**config.mk**
```make
export PLATFORM = sky130hd
export DESIGN_NAME = smlv_cmd_fifo
export DESIGN_NICKNAME = d
export VERILOG_FILES = /design/src/design/smlv_pkg.sv /design/src/design/smlv_cmd_fifo.sv
export SDC_FILE = /design/constraint.sdc
export NUM_CORES = 1
export LEC_CHECK = 0
export ABC_AREA = 1
export BUFFER_PORTS_ARGS = -buffer_cell sky130_fd_sc_hd__buf_2
export CAP_MARGIN = 20
export CORE_MARGIN = 2
export CORE_UTILIZATION = 55
export CTS_CLUSTER_DIAMETER = 200
export DETAILED_ROUTE_END_ITERATION = 8
export PLACE_DENSITY = 0.89
export SLEW_MARGIN = 40
export SYNTH_ARGS = -nofsm -noshare
export SYNTH_HDL_FRONTEND = slang
export SYNTH_SLANG_ARGS = --single-unit
```
**constraint.sdc**
```tcl
create_clock -name i_clk -period 2.87 [get_ports i_clk]
set_input_delay 0.7175 -clock i_clk [delete_from_list [all_inputs] [get_ports i_clk]]
set_output_delay 0.7175 -clock i_clk [all_outputs]
set_load 0.005 [all_outputs]
```
**src/design/smlv_pkg.sv**
```systemverilog
// shared constants, types and command format for the segment label vote block
// no dependencies
package smlv_pkg;

    localparam int NUM_SEGMENTS = 64;
    localparam int NUM_LABELS   = 16;
    localparam int COUNT_WIDTH  = 24;

    localparam int SEG_W     = (NUM_SEGMENTS > 1) ? $clog2(NUM_SEGMENTS) : 1;
    localparam int SLOT_W    = $clog2(NUM_LABELS + 1);
    localparam int ADDR_W    = SEG_W + SLOT_W;
    localparam int MEM_DEPTH = 1 << ADDR_W;

    localparam int FIFO_DEPTH = 4;
    localparam int FIFO_PTR_W = 2;

    typedef logic [SEG_W-1:0]       t_seg;
    typedef logic [SLOT_W-1:0]      t_slot;
    typedef logic [ADDR_W-1:0]      t_addr;
    typedef logic [COUNT_WIDTH-1:0] t_count;
    typedef logic [FIFO_PTR_W-1:0]  t_fptr;
    typedef logic [FIFO_PTR_W:0]    t_fcnt;

    localparam logic [6:0] SEG_LIMIT  = 7'(NUM_SEGMENTS);
    localparam logic [8:0] LBL_LIMIT  = 9'(NUM_LABELS);
    localparam logic [4:0] LABEL_NONE = 5'h1f;
    localparam t_slot      UNK_SLOT   = t_slot'(NUM_LABELS);
    localparam t_seg       LAST_SEG   = t_seg'(NUM_SEGMENTS - 1);
    localparam t_addr      LAST_ADDR  = t_addr'(MEM_DEPTH - 1);
    localparam t_count     COUNT_MAX  = '1;
    localparam t_fcnt      FIFO_FULL  = t_fcnt'(FIFO_DEPTH);

    typedef struct packed {
        logic  finish;
        logic  bump;
        logic  any;
        t_addr addr;
    } t_cmd;

    typedef enum logic [1:0] {
        ST_CLEAR,
        ST_RUN,
        ST_SCAN,
        ST_EVAL
    } t_state;

endpackage

```
**src/design/smlv_cmd_fifo.sv**
```systemverilog
// short command queue between the front end and the histogram engine
// depends on smlv_pkg
module smlv_cmd_fifo (
    input  logic           i_clk,
    input  logic           i_rst_n,
    input  logic           i_push,
    input  smlv_pkg::t_cmd i_data,
    output logic           o_full,
    output logic           o_valid,
    output smlv_pkg::t_cmd o_data,
    input  logic           i_pop
);
    import smlv_pkg::*;

    t_cmd  r_mem [FIFO_DEPTH];
    t_fptr r_wr_ptr;
    t_fptr r_rd_ptr;
    t_fcnt r_count;
    logic  do_pop;

    assign o_full  = (r_count == FIFO_FULL);
    assign o_valid = (r_count != '0);
    assign o_data  = r_mem[r_rd_ptr];
    assign do_pop  = i_pop && o_valid;

    always_ff @(posedge i_clk) begin
        if (i_push) begin
            r_mem[r_wr_ptr] <= i_data;
        end
    end

    always_ff @(posedge i_clk) begin
        if (!i_rst_n) begin
            r_wr_ptr <= '0;
            r_rd_ptr <= '0;
            r_count  <= '0;
        end else begin
            if (i_push) begin
                r_wr_ptr <= r_wr_ptr + t_fptr'(1);
            end
            if (do_pop) begin
                r_rd_ptr <= r_rd_ptr + t_fptr'(1);
            end
            if (i_push && !do_pop) begin
                r_count <= r_count + t_fcnt'(1);
            end else if (!i_push && do_pop) begin
                r_count <= r_count - t_fcnt'(1);
            end
        end
    end

endmodule

```
==> metrics.csv <==
stage;metric;value;unit
timing;Final min period;2.55;ns
die;full die area;5220;um2
setup_path;slowest stage delay, CP;0.65;ns
yosys;top_reg_cell synth;edfxtp_1;
setup_path;critical path class;register to output port;
setup_path;Critical Path AT;1.83;ns
route;via count;1590;
cells_and_area;Multi-input gate area;568;um2
setup_path;CP startpoint kind;register;
global_route;met2 usage;0.302;
yosys;sequential area share after synthesis;0.727;
timing;WHS;0.501;ns
cells_and_area;nets@finish;260;
route;drt first-iter violations;167;
yosys;cell count after synthesis;198;
clock_network;CTS Root Cell;clkbuf_8;
global_route;GRT Total Usage;0.189;
cells_and_area;share of layout cells above drive strength 1;0.224;
route;Detail Route Antenna Nets;0;
die;initial core utilization;0.580;
clock_network;TritonCTS clock tree;yes;
place;hpwl dp;2780;um
yosys;top-count cell post-synth;edfxtp_1;
setup_path;Req. time, crit path;2.15;ns
flow_run;# Max-Cap Violations;0;
timing;Worst Skew;0.00590;ns
cells_and_area;Non-Filler Instances;293;
power;switching power;0.723;mW
cells_and_area;Fill cells;318;
yosys;Synth warnings;0;
clock_network;Longest Clk Path Bufs;2;
global_route;largest net degree at the start of global routing;29;
yosys;Post-synth top cells;56 x edfxtp_1, 34 x nor2_1, 25 x o21ai_0, 14 x inv_1, 14 x o22ai_1;
route;drt total wl;4550;um
yosys;Distinct cells, synth;21;
timing;setup TNS;0;ns
clock_network;clk_lat worst skew;0.33;ns
die;Die Ht;72.2;um
timing;Slew headroom;0.583;
place;placed cells;277;
die;Die W;72.2;um
power;Int Pwr;1.70;mW
global_route;GRT met1 Usage;0.225;
timing;Fmax;393;MHz
power;Sw Share;0.299;
clock_network;Clock transition at path regs;0.07;ns
cells_and_area;Diodes inserted;0;
yosys;Yosys top cell area share;0.657;
global_route;GR peak layer;met2;
global_route;M3 GR Usage;0.0583;
clock_network;CTS Buf Count;9;
power;register share of total power;0.480;
route;drc violations;0;
cells_and_area;synth-to-layout area growth;14.2;%
yosys;Cell Area, Synth;2560;um2
yosys;syn avg cell area;12.9;um2
yosys;Post-synth EDFFs;56;
setup_path;worst path bufs/invs;2;
yosys;Synthesized Nets;222;
timing;Setup-failing EPs final;0;
die;IO Count;34;
global_route;vias in the first global route;1493;
place;PortBufs;33;
route;wire per inst;15.5;um
cells_and_area;register area;1860;um2
global_route;initial antenna violation count;0;
power;combinational share of power;0.211;
die;# rows;24;
timing;Final Hold Fails;0;
setup_path;Worst path slowest cell;dfxtp_1;
clock_network;cts repair resizes;0;
min_path;Hold Crit Class;register to register;
timing;Slew @ Worst Pin;0.625;ns
global_route;first-pass GRT wire length;7040;um
yosys;top cells by area, synth;edfxtp_1 66%, dfxtp_1 7.0%, nor2_1 5.0%;
power;Leakage Power;1.11;nW
timing;Slew Limit Fails;0;
yosys;post-synth top area cell;edfxtp_1;
timing;RSZ-0062 raised after global routing;no;
power;Worst VDD drop;0.446;mV
route;Vias/cell;5.43;
outcome;status;finished, final reports clean;
setup_path;Crit Path Max Fanout;28;
setup_path;CP Cell Sequence;inv_2 -> o21ai_0 -> o22ai_1 -> buf_2;
place;Final GP Congestion;0.739;
power;clock share of power;0.309;
power;Pwr Density;829;nW/um2
global_route;total grt overflow;0;
setup_path;Crit path max-delay family;flip-flops;
clock_network;hold_buf cts;0;
route;DRT Pass-1 Iters;4;
setup_path;Crit. End Element;output port;
die;area of the core;4410;um2
clock_network;Post-CTS Setup Bufs;0;
timing;period utilization;0.887;
clock_network;htree depth;3;
yosys;FFs w/ async S/R, synth;0;
clock_network;CTS sink count;65;
yosys;FF+latch count, synth;65;
[path summary, 6_finish.rpt]
path / slack (ns) / startpoint / cells after the start / end
worst max register to register: 1.09 / r_count[0]$_SDFFE_PN0P_ / 8 / r_count[1]$_SDFFE_PN0P_
worst min-delay path: 0.50 / r_rd_ptr[1]$_SDFFE_PN0P_ / 2 / register
worst max-delay path: 0.32 / register / 4 / o_data[11]
worst min register to register: 0.50 / r_rd_ptr[1]$_SDFFE_PN0P_ / 2 / register
[power by group through the flow]
stage	sequential, mW	combinational (mW)	clock (mW)
finish	1.16	0.511	0.749
global route	1.17	0.586	0.795
CTS	1.16	0.515	0.758
detailed placement	1.18	0.512	0
global placement	1.18	0.484	0
floorplan	1.15	0.386	0
[cell usage in the layout, fill, tap and decap left out, drive strengths merged]
master | netlist | final
bufinv | 0 | 1
o22ai | 14 | 14
ha | 5 | 5
o21ai | 31 | 31
edfxtp | 56 | 56
nor3 | 1 | 1
inv | 16 | 16
clkinvlp | 0 | 3
dfxtp | 9 | 9
xor2 | 1 | 1
fa | 1 | 1
nand2 | 15 | 15
nor2 | 34 | 34
nand3 | 3 | 3
clkinv | 0 | 3
buf | 5 | 34
a21oi | 5 | 5
clkbuf | 2 | 9
[flip-flops by register name, indices dropped and copies added (netlist names), named ones only]
register  count
r_count       3
r_mem        56
r_rd_ptr      2
r_wr_ptr      2
[final cells by class]
cell class,instances,share of cell area
inverters,16,0.0205
repair buffers,34,0.0591
clock inverters,7,0.0244
clock buffers,9,0.0424
multi-input cells,110,0.194
well taps,52,0.0223
flip-flops and latches,65,0.637
[metrics by stage]
step,utilization,area [um2],power [mW],worst slack (ns)
6_report,0.662,2920,2.42,0.324
3_5_place_dp,0.618,2730,1.69,0.691
3_3_place_gp,0.618,2730,1.66,0.802
2_1_floorplan,-,2560,1.54,1.10
5_1_grt,0.662,2920,2.55,0.170
4_1_cts,0.662,2920,2.43,0.320
[layer usage]
layer / part of all wire / vias to the layer above
met3: 0.074 / 7
met1: 0.42 / 746
met4: 0.015 / 0
met5: 0 / -
met2: 0.49 / 58
li1: - / 779
[cells by family after synthesis]
family	synth area share
adder cells (fa/ha/maj)	0.0323
flip-flops	0.727
AND/OR/NAND/NOR	0.0816
AO/OA/AOI/OAI	0.105
buffers and inverters	0.0508
XOR/XNOR	0.00342
[worst register-to-register path, cell delays in order, from the launching register on]
cell	delay, ns
dfxtp_1	0.43
nor2_1	0.08
nand2_2	0.11
nand2_2	0.09
ha_1	0.21
inv_1	0.09
fa_1	0.40
o21ai_0	0.21
nor2_1	0.07
Power figures use the tool's default switching activity.
